### src/hw/rtl/tlk_pkg.sv
// shared types and codes for the top-k lowest score keeper
`timescale 1ns / 1ps

package tlk_pkg;

    // number of cells built into the row
    localparam int CAPACITY = 16;

    // operation codes of an input transaction
    localparam logic OP_INSERT = 1'b0;
    localparam logic OP_READ   = 1'b1;

    // shift mode broadcast to every cell of the row
    typedef struct packed {
        logic open_insert;   // store not full: shift toward higher slots
        logic evict_insert;  // store full: drop slot 0, shift toward lower slots
    } cell_ctl_t;

endpackage

### src/hw/rtl/top_k_lowest_score_keeper.sv
// top level: command port, fill count and the row of sorted cells
`timescale 1ns / 1ps

// Keeps the entries with the lowest scores, sorted worst (slot 0) to best.
// Command channel: a transaction is taken at a rising edge with start high
// and busy low. operation selects insert (new_score, new_tag) or read
// (read_slot). Every transaction gives one result on accepted, entry_valid,
// entry_score, entry_tag and fill_count, shown for one cycle with done high.
// The result is registered and appears in the cycle after the transaction is taken.
// Throughput: one transaction per cycle; busy stays low, since every cell
// compares against the new score in parallel and trades with its neighbor
// in the same cycle the transaction is taken.
// The result is held only for its done cycle; the receiver cannot stall.
// Configuration: cfg_write loads cfg_data into the kept-entry limit; 0 acts
// as 1 and values above CAPACITY act as CAPACITY. Write it while idle.
// Reset clears the fill count and sets the limit to 16; stored entries are
// not cleared, and slots at or past the fill count read as empty.

module top_k_lowest_score_keeper
    import tlk_pkg::*;
#(
    parameter int SCORE_BITS = 16,
    parameter int TAG_BITS   = 16
)
(
    input  logic                  clk,
    input  logic                  rst_n,
    input  logic                  cfg_write,
    input  logic [4:0]            cfg_data,
    input  logic                  start,
    output logic                  busy,
    input  logic                  operation,
    input  logic [SCORE_BITS-1:0] new_score,
    input  logic [TAG_BITS-1:0]   new_tag,
    input  logic [3:0]            read_slot,
    output logic                  done,
    output logic                  accepted,
    output logic                  entry_valid,
    output logic [SCORE_BITS-1:0] entry_score,
    output logic [TAG_BITS-1:0]   entry_tag,
    output logic [4:0]            fill_count
);

    localparam int CNT_W = $clog2(CAPACITY + 1);

    logic [4:0]       limit_cfg_reg;
    logic [CNT_W-1:0] count_reg;
    logic [CNT_W-1:0] count_next;
    logic             done_reg;
    logic             accepted_reg;
    logic             accepted_next;
    logic             valid_reg;
    logic             valid_next;
    logic [SCORE_BITS-1:0] out_score_reg;
    logic [SCORE_BITS-1:0] out_score_next;
    logic [TAG_BITS-1:0]   out_tag_reg;
    logic [TAG_BITS-1:0]   out_tag_next;

    logic [SCORE_BITS-1:0] cell_score [CAPACITY];
    logic [TAG_BITS-1:0]   cell_tag   [CAPACITY];
    logic [CAPACITY-1:0]   cell_ge;
    logic [CAPACITY-1:0]   cell_occ;

    logic [31:0] count_w;
    logic [31:0] limit_w;
    logic        take;
    logic        full;
    logic        do_open;
    logic        do_evict;
    cell_ctl_t   ctl;

    assign busy    = 1'b0;
    assign take    = start && !busy;
    assign count_w = 32'(count_reg);

    always_comb
    begin
        priority if (limit_cfg_reg == 5'd0)
            limit_w = 32'd1;
        else if (32'(limit_cfg_reg) > CAPACITY)
            limit_w = CAPACITY;
        else
            limit_w = 32'(limit_cfg_reg);
    end

    assign full     = count_w >= limit_w;
    assign do_open  = take && (operation == OP_INSERT) && !full;
    // when full, slot 0 is occupied; only a strictly better score evicts it
    assign do_evict = take && (operation == OP_INSERT) && full
                      && (cell_score[0] > new_score);

    assign ctl.open_insert  = do_open;
    assign ctl.evict_insert = do_evict;

    for (genvar i = 0; i < CAPACITY; i++)
    begin : g_cell
        logic [SCORE_BITS-1:0] l_score;
        logic [TAG_BITS-1:0]   l_tag;
        logic                  l_ge;
        logic [SCORE_BITS-1:0] r_score;
        logic [TAG_BITS-1:0]   r_tag;
        logic                  r_ge;

        assign cell_occ[i] = 32'(i) < count_w;

        if (i == 0)
        begin : g_first
            assign l_score = new_score;
            assign l_tag   = new_tag;
            assign l_ge    = 1'b1;
        end
        else
        begin : g_mid_left
            assign l_score = cell_score[i-1];
            assign l_tag   = cell_tag[i-1];
            assign l_ge    = cell_ge[i-1];
        end

        if (i == CAPACITY - 1)
        begin : g_last
            assign r_score = new_score;
            assign r_tag   = new_tag;
            assign r_ge    = 1'b0;
        end
        else
        begin : g_mid_right
            assign r_score = cell_score[i+1];
            assign r_tag   = cell_tag[i+1];
            assign r_ge    = cell_ge[i+1];
        end

        tlk_cell #(
            .SCORE_BITS (SCORE_BITS),
            .TAG_BITS   (TAG_BITS)
        ) u_cell (
            .clk         (clk),
            .ctl         (ctl),
            .occupied    (cell_occ[i]),
            .new_score   (new_score),
            .new_tag     (new_tag),
            .left_score  (l_score),
            .left_tag    (l_tag),
            .left_ge     (l_ge),
            .right_score (r_score),
            .right_tag   (r_tag),
            .right_ge    (r_ge),
            .score       (cell_score[i]),
            .tag         (cell_tag[i]),
            .ge          (cell_ge[i])
        );
    end

    always_comb
    begin
        count_next     = count_reg;
        accepted_next  = 1'b0;
        valid_next     = 1'b0;
        out_score_next = '0;
        out_tag_next   = '0;
        if (do_open)
        begin
            count_next    = count_reg + CNT_W'(1);
            accepted_next = 1'b1;
        end
        else if (do_evict)
        begin
            accepted_next  = 1'b1;
            valid_next     = 1'b1;
            out_score_next = cell_score[0];
            out_tag_next   = cell_tag[0];
        end
        else if (take && (operation == OP_READ))
        begin
            for (int i = 0; i < CAPACITY; i++)
            begin
                if ((32'(read_slot) == i) && cell_occ[i])
                begin
                    valid_next     = 1'b1;
                    out_score_next = cell_score[i];
                    out_tag_next   = cell_tag[i];
                end
            end
        end
    end

    always_ff @(posedge clk or negedge rst_n)
    begin
        if (!rst_n)
        begin
            limit_cfg_reg <= 5'd16;
            count_reg     <= '0;
            done_reg      <= 1'b0;
        end
        else
        begin
            if (cfg_write)
                limit_cfg_reg <= cfg_data;
            count_reg <= count_next;
            done_reg  <= take;
        end
    end

    always_ff @(posedge clk)
    begin
        if (take)
        begin
            accepted_reg  <= accepted_next;
            valid_reg     <= valid_next;
            out_score_reg <= out_score_next;
            out_tag_reg   <= out_tag_next;
        end
    end

    logic [31:0] fill_w;

    assign fill_w      = 32'(count_reg);
    assign done        = done_reg;
    assign accepted    = accepted_reg;
    assign entry_valid = valid_reg;
    assign entry_score = out_score_reg;
    assign entry_tag   = out_tag_reg;
    assign fill_count  = fill_w[4:0];

endmodule

### src/hw/rtl/tlk_cell.sv
// one slot of the sorted row: holds an entry and trades it with its neighbors
`timescale 1ns / 1ps

module tlk_cell
    import tlk_pkg::*;
#(
    parameter int SCORE_BITS = 16,
    parameter int TAG_BITS   = 16
)
(
    input  logic                  clk,
    input  cell_ctl_t             ctl,
    input  logic                  occupied,
    input  logic [SCORE_BITS-1:0] new_score,
    input  logic [TAG_BITS-1:0]   new_tag,
    input  logic [SCORE_BITS-1:0] left_score,
    input  logic [TAG_BITS-1:0]   left_tag,
    input  logic                  left_ge,
    input  logic [SCORE_BITS-1:0] right_score,
    input  logic [TAG_BITS-1:0]   right_tag,
    input  logic                  right_ge,
    output logic [SCORE_BITS-1:0] score,
    output logic [TAG_BITS-1:0]   tag,
    output logic                  ge
);

    logic [SCORE_BITS-1:0] score_reg;
    logic [SCORE_BITS-1:0] score_next;
    logic [TAG_BITS-1:0]   tag_reg;
    logic [TAG_BITS-1:0]   tag_next;

    // occupied and not better than the incoming entry
    assign ge = occupied && (score_reg >= new_score);

    always_comb
    begin
        score_next = score_reg;
        tag_next   = tag_reg;
        if (ctl.open_insert)
        begin
            // entries with score >= new stay, the first one past them takes new
            if (!ge)
            begin
                if (left_ge)
                begin
                    score_next = new_score;
                    tag_next   = new_tag;
                end
                else
                begin
                    score_next = left_score;
                    tag_next   = left_tag;
                end
            end
        end
        else if (ctl.evict_insert)
        begin
            if (right_ge)
            begin
                score_next = right_score;
                tag_next   = right_tag;
            end
            else if (ge)
            begin
                score_next = new_score;
                tag_next   = new_tag;
            end
        end
    end

    always_ff @(posedge clk)
    begin
        score_reg <= score_next;
        tag_reg   <= tag_next;
    end

    assign score = score_reg;
    assign tag   = tag_reg;

endmodule

### config.mk
export PLATFORM = sky130hd
export DESIGN_NAME = top_k_lowest_score_keeper
export DESIGN_NICKNAME = d
export VERILOG_FILES = /design/src/hw/rtl/tlk_pkg.sv /design/src/hw/rtl/top_k_lowest_score_keeper.sv /design/src/hw/rtl/tlk_cell.sv
export SDC_FILE = /design/constraint.sdc
export NUM_CORES = 2
export LEC_CHECK = 0
export BUFFER_PORTS_ARGS = -buffer_cell sky130_fd_sc_hd__buf_4
export CAP_MARGIN = 5
export CELL_PAD_IN_SITES_DETAIL_PLACEMENT = 0
export CELL_PAD_IN_SITES_GLOBAL_PLACEMENT = 2
export CORE_MARGIN = 2
export CORE_UTILIZATION = 39
export DETAILED_ROUTE_END_ITERATION = 10
export PLACE_DENSITY = 0.89
export SYNTH_ARGS = -nofsm -noshare
export SYNTH_HDL_FRONTEND = slang
export SYNTH_HIERARCHICAL = 1
export SYNTH_SLANG_ARGS = --single-unit
### constraint.sdc
create_clock -name clk -period 5.4 [get_ports clk]
set_input_delay 1.08 -clock clk [delete_from_list [all_inputs] [get_ports clk]]
set_output_delay 1.08 -clock clk [all_outputs]
set_load 0.1 [all_outputs]
# Yosys cells after proc, flatten, opt, wreduce, memory -nomap -nowiden
# Index checks and enable logic that the tools add are counted.
[totals]
reg_bits = 557
output_inout_bits = 41
word_cells = 321
[op_classes]
n_addsub = 1
order_cmp = 35
n_eq_ne = 16
muxes = 185
bitwise = 1
n_reduce_logical = 44
[op_table]
columns = ["cell", "count"]
rows = [
  ["16-bit two-way mux", 164],
  ["16-bit greater-or-equal comparator", 16],
  ["4-bit by 5-bit less-than comparator with 1-bit output (first input constant)", 8],
  ["1-bit logical AND", 37],
  ["4-bit equality test (second input constant)", 8],
  ["5-bit by 32-bit greater-or-equal comparator with 1-bit output", 1],
  ["32-bit two-way mux", 1],
  ["3-bit by 5-bit less-than comparator with 1-bit output (first input constant)", 4],
  ["1-bit two-way mux", 19],
  ["4-bit by 3-bit equality test with 1-bit output (second input constant)", 4],
  ["16-bit greater-than comparator", 1],
  ["1-bit by 5-bit less-than comparator with 1-bit output (first input constant)", 2],
  ["2-bit by 5-bit less-than comparator with 1-bit output (first input constant)", 2],
  ["4-bit by 2-bit equality test with 1-bit output (second input constant)", 2],
  ["5-bit by 1-bit adder with 5-bit output (second input constant)", 1],
  ["5-bit greater-than comparator (second input constant)", 1],
  ["5-bit zero test", 1],
  ["5-bit two-way mux", 1],
  ["4-bit by 1-bit equality test with 1-bit output (second input constant)", 1],
  ["4-bit zero test", 1],
  ["2-bit AND reduction", 2],
  ["2-bit nonzero test", 2],
  ["2-bit != test (second input constant)", 1],
  ["1-bit zero test", 1],
  ["1-bit inverter", 1],
]

# Depth between registers and ports, before layout
[depth]
word_depth = 20
depth_mapped = 13
mapped_depth_nobuf = 12

# Cells and area by module
# The synthesis kept the hierarchy.
[by_module_without_submodules]
columns = ["module", "n_inst", "cells_per_inst", "area_each_um2", "seq_area_each_um2"]
rows = [
  ["tlk_cell", 16, 227, 2342.2, 960.9],
  ["top_k_lowest_score_keeper", 1, 767, 6298.5, 1297.5],
]

# Worst setup path before layout
# OpenSTA, ideal clock, no wires.
[synth_path]
kind = "reg2reg"
from = "reg count_reg[0], in the netlist fill_count[0]"
to = "reg g_cell[0].u_cell.score_reg[0], enable pin"
setup_ns = 0.449
arrival_time_ns = 5.884
setup_slack_ns = -0.933
path_stages_with_launch = 12
n_path_buf = 2
synth_period_minus_slack_ns = 6.333
path_cell_list = "dfrtp_1 -> buf_2 -> inv_1 -> ha_1 -> nand2b_1 -> a31oi_1 -> o21ai_0 -> nor2_1 -> nor2b_1 -> clkbuf_8 -> a22oi_1 -> o211ai_2"
[synth_via]
elab_chain_cells = 5
word_cells_on_any_way = 10
classes_between = "order compare (2); eq/ne (1); reduce/logical (7)"
[synth_rtl]
columns = ["element", "line", "rtl"]
rows = [
  ["from (decl)", "top_k_lowest_score_keeper.sv:47", "logic [CNT_W-1:0] count_reg;"],
  ["from (signal assigned)", "top_k_lowest_score_keeper.sv:198", "count_reg <= count_next;"],
  ["5-bit by 32-bit greater-or-equal comparator with 1-bit output *", "top_k_lowest_score_keeper.sv:86", "assign full = count_w >= limit_w;"],
  ["1-bit zero test *", "top_k_lowest_score_keeper.sv:87", "assign do_open = take && (operation == OP_INSERT) && !full;"],
  ["1-bit logical AND *", "top_k_lowest_score_keeper.sv:87", ""],
  ["net do_open", "top_k_lowest_score_keeper.sv:68", "logic do_open;"],
  ["2-bit != test (no source line) or 2-bit nonzero test (tied branches)", "n/a", ""],
  ["2-bit AND reduction (no source line) *", "n/a", ""],
  ["to (signal assigned)", "tlk_cell.sv:73", "score_reg <= score_next;"],
  ["to (decl)", "tlk_cell.sv:27", "logic [SCORE_BITS-1:0] score_reg;"],
]
# The timed path passes the listed nets; every way through them passes the cells marked *.
# A chain may end at the register's enable or synchronous reset.

# Final worst setup path
[layout_path]
from = "reg count_reg[3], in the netlist fill_count[3]"
to = "reg out_score_reg[11], in the netlist entry_score[11] (data pin)"
[layout_via]
word_cells_on_any_way = 55
classes_between = "order compare (17); mux (18); reduce/logical (20)"
[layout_lines]
columns = ["element", "line", "rtl"]
rows = [
  ["4-bit by 5-bit less-than comparator with 1-bit output", "top_k_lowest_score_keeper.sv:104", "assign cell_occ[i] = 32'(i) < count_w;"],
  ["net cell_occ[14]", "top_k_lowest_score_keeper.sv:62", "logic [CAPACITY-1:0] cell_occ;"],
  ["1-bit logical AND", "top_k_lowest_score_keeper.sv:176", "if ((32'(read_slot) == i) && cell_occ[i])"],
  ["16-bit two-way mux (2 in a row)", "top_k_lowest_score_keeper.sv:176", ""],
  ["16-bit two-way mux", "top_k_lowest_score_keeper.sv:172", "else if (take && (operation == OP_READ))"],
  ["16-bit two-way mux", "top_k_lowest_score_keeper.sv:165", "else if (do_evict)"],
  ["to (signal assigned)", "top_k_lowest_score_keeper.sv:209", "out_score_reg <= out_score_next;"],
  ["to (decl)", "top_k_lowest_score_keeper.sv:54", "logic [SCORE_BITS-1:0] out_score_reg;"],
]
# The timed path passes the listed nets, and every way through them passes these cells.

==> metrics.csv <==
metric,value,unit
status,"complete, no violations",
Synthesis Warnings,6,
GR peak layer,met1,
Chip Width,339,µm
Critical Path Max Stage Delay,1160,ps
grt met3 use,0.0640,
number of flops mapped to enable cells by yosys,546,
cells after synthesis,4399,
final antenna-violating net count,0,
Max VDD drop,402,µV
Area Growth Syn to Fin,11.0,%
CP max-delay cell,nand2_1,
Leak,18.2,nW
TritonCTS Sinks,557,
CTS max path bufs,3,
DRT Wirelength,174,mm
Post-CTS Setup Inserts,0,
sequential share of the synthesized area,0.381,
Critical Path Source Type,flop,
chip height,339,µm
Initial Utilization,0.394,
critical-path cell list,"a41o_1, nand4_1, nand2_1, nor3_1, a221o_1",
Yosys top cell by area,edfxtp_1,
core area,111000,µm²
"Design Area, Final",48600,µm²
critical path data required time,5750,ps
PortBufs,85,
TritonCTS clock tree,yes,
Final GP Congestion,0.968,
Net Sw Frac,0.457,
"Slew Viols, Final",0,
worst setup path start,fill_count[3],
Pwr Density,548,nW/µm²
Remaining DRCs,0,
cell family with most CP delay,simple AND/OR/NAND/NOR gates,
Nets,4695,
Internal,0.0145,W
critical-path maximum fanout,18,
Stages on worst setup path,5,
min cycle time layout,4730,ps
crit path capture type,flop,
"Clk Latency, worst-skew pair",660,ps
Hold Path Class,in -> async,
Max Fclk,0.211,GHz
Synth Flop Type,edfxtp_1,
CP bufs+invs,0,
CTS Root Cell,clkbuf_16,
cts bufs inserted,70,
Synth top area share,0.375,
IO Count,87,
fin crit share,0.876,
largest net degree at the start of global routing,176,
via count,38680,
crit path DAT,5080,ps
FF-to-FF path depth,5,
Starting DRT DRC Count,5559,
Net Sw Power,0.0122,W
Clock Pin Slew Worst Setup and Hold Paths,60,ps
met2 usage,0.419,
setup TNS,0,ps
origin of the critical flop-to-flop path,fill_count[3],
Worst R2R End,entry_score[11],
post-synth cell types,86,
Area after DPL,46400,µm²
Final Power,0.0266,W
Flop pwr share,0.340,
Post-CTS Resized,0,
maxcap violations,0,
GR Util met1,0.422,
DP Wirelength,118,mm
global-route wire length before repair,251,mm
Worst-Margin Slew,1280,ps
DIE AREA,115000,µm²
largest family of logic cells by synthesized area,compound AO/OA/AOI/OAI gates,
vias in the first global route,35293,
adder-cell share of the synthesized area,0.0795,
antenna violations before repair,14,
post-synthesis compound-gate area fraction,0.254,
Rel. slew slack,0.127,
Min Hold Slack,259,ps
r2r setup slk,670,ps
clock power share,0.179,
Clock Skew,24.7,ps
Initial DRT Pass Iterations,6,
post-synthesis mux area share,0.0964,
final worst setup slack,667,ps
Synth Cell Area,43800,µm²
num rows,122,
combinational share of power,0.481,
synthesized flop and latch total,557,
Syn Area/Cell,9.95,µm²
layout cells sized above 1,0.104,
Post-synth ARST share,0.0197,
GRT Residual Overflow,0,
CTS H-tree depth,3,
final setup fails,0,
Synth Area in XOR/XNOR,0.000800,
post-DR vias/cell,6.54,
post-place setup slack,152,ps
All-Layer GR Usage,0.292,
Layout fillers,10593,
Worst Setup EP,entry_score[11],
routed len/inst,29.4,µm
leading post-synthesis cells by cell area,"edfxtp_1 (37%), mux2i_1 (9.5%), ha_1 (7.9%)",
Worst Setup Path Type,reg -> reg,
RSZ-0062 raised after global routing,no,
CTS Hold Bufs,0,
Simple-Gate Fraction of Synth Area,0.119,
final hold viol count,0,
[layout by cell type (no fill, tap or decap), drive strengths merged, types with 36 or more instances in the layout]
| cell type | n |
|---|---|
| nor2 | 247 |
| inv | 301 |
| ha | 278 |
| nor2b | 307 |
| a221oi | 36 |
| mux2i | 416 |
| buf | 253 |
| nand4 | 67 |
| a21o | 66 |
| edfxtp | 546 |
| a211oi | 421 |
| a21oi | 482 |
| a221o | 133 |
| a22oi | 101 |
| nor3 | 78 |
| clkbuf | 93 |
| nand2 | 76 |
[power groups by stage]
| stage | Clock [W] | Sequential [W] | Combinational, W |
|---|---|---|---|
| 3_3_place_gp | 0 | 0.00906 | 0.0122 |
| 3_5_place_dp | 0 | 0.00905 | 0.0125 |
| 2_1_floorplan | 0 | 0.00855 | 0.00849 |
| 5_1_grt | 0.00496 | 0.00917 | 0.0137 |
| 4_1_cts | 0.00481 | 0.00899 | 0.0125 |
| 6_report | 0.00478 | 0.00906 | 0.0128 |
[synth_stat cells, drive strengths merged (8+ instances only)]
cell type and count:
and3 11, o22ai 23, o21a 18, nor2 247, or4 17, clkbuf 236, buf 119, o211ai 17
nand2 76, dfrtp 10, nand2b 24, edfxtp 546, a31oi 18, nor3 78, o2bb2ai 11, a21o 66
a41o 17, a32oi 8, o21ai 22, a21oi 482, o211a 30, a31o 20, and3b 16, nand3 31
a221o 133, ha 278, a22o 16, a41oi 9, nor2b 307, inv 299, and4 18, a211oi 421
and2 20, nand4 67, a22oi 101, o221ai 22, a2111oi 24, nor4 8, a221oi 36, mux2i 416
a222oi 22, o221a 8
[kinds of logic after synthesis]
family,Yosys count
AOI/OAI and AO/OA,1542
adders and majority gates,278
xor gates and xnor gates,4
other,2
DFF,557
muxes,421
buffers and inverters,654
and+or+nand+nor,941
[worst reg2reg max path: stages, from the launching register on]
cell     delay [ps]
dfrtp_1         890
a41o_1          580
nand4_1        1050
nand2_1        1170
nor3_1          280
a221o_1         470
[layout make-up]
cell class / instances / area [µm²] / share of cell area
Antenna cell: 5 / 12.5 / 0.000257
Clock buffer: 92 / 1900 / 0.0390
Clock inverter: 32 / 315 / 0.00649
Inverter: 299 / 1120 / 0.0231
Multi-Input combinational cell: 3189 / 24600 / 0.506
Sequential cell: 557 / 16700 / 0.343
Tap cell: 1488 / 1860 / 0.0383
Timing Repair Buffer: 254 / 2140 / 0.0440
[stage by stage]
stage                     cells  utilization
after floorplan            4400            -
after global placement     5785        0.418
after detailed placement   5786        0.418
after CTS                  5910        0.438
after global routing       5914        0.438
final                      5916        0.438
[worst min-delay path by stage]
stage                           startpoint          endpoint  slack (ps)  cells past startpoint
after floorplan           limit_cfg_reg[0]  limit_cfg_reg[0]         480                      1
after global placement    limit_cfg_reg[0]  limit_cfg_reg[0]         500                      1
after detailed placement  limit_cfg_reg[0]  limit_cfg_reg[0]         500                      1
after CTS                            rst_n  limit_cfg_reg[2]         230                      1
after global routing                 rst_n  limit_cfg_reg[0]         250                      1
final                                rst_n  limit_cfg_reg[0]         260                      1
[routing by layer]
metal / vias up / share of wire
li1: 17186 / -
met1: 19036 / 0.43
met2: 2115 / 0.42
met3: 331 / 0.11
met4: 12 / 0.041
met5: - / 0.00049
(Power assumes the default switching activity.)
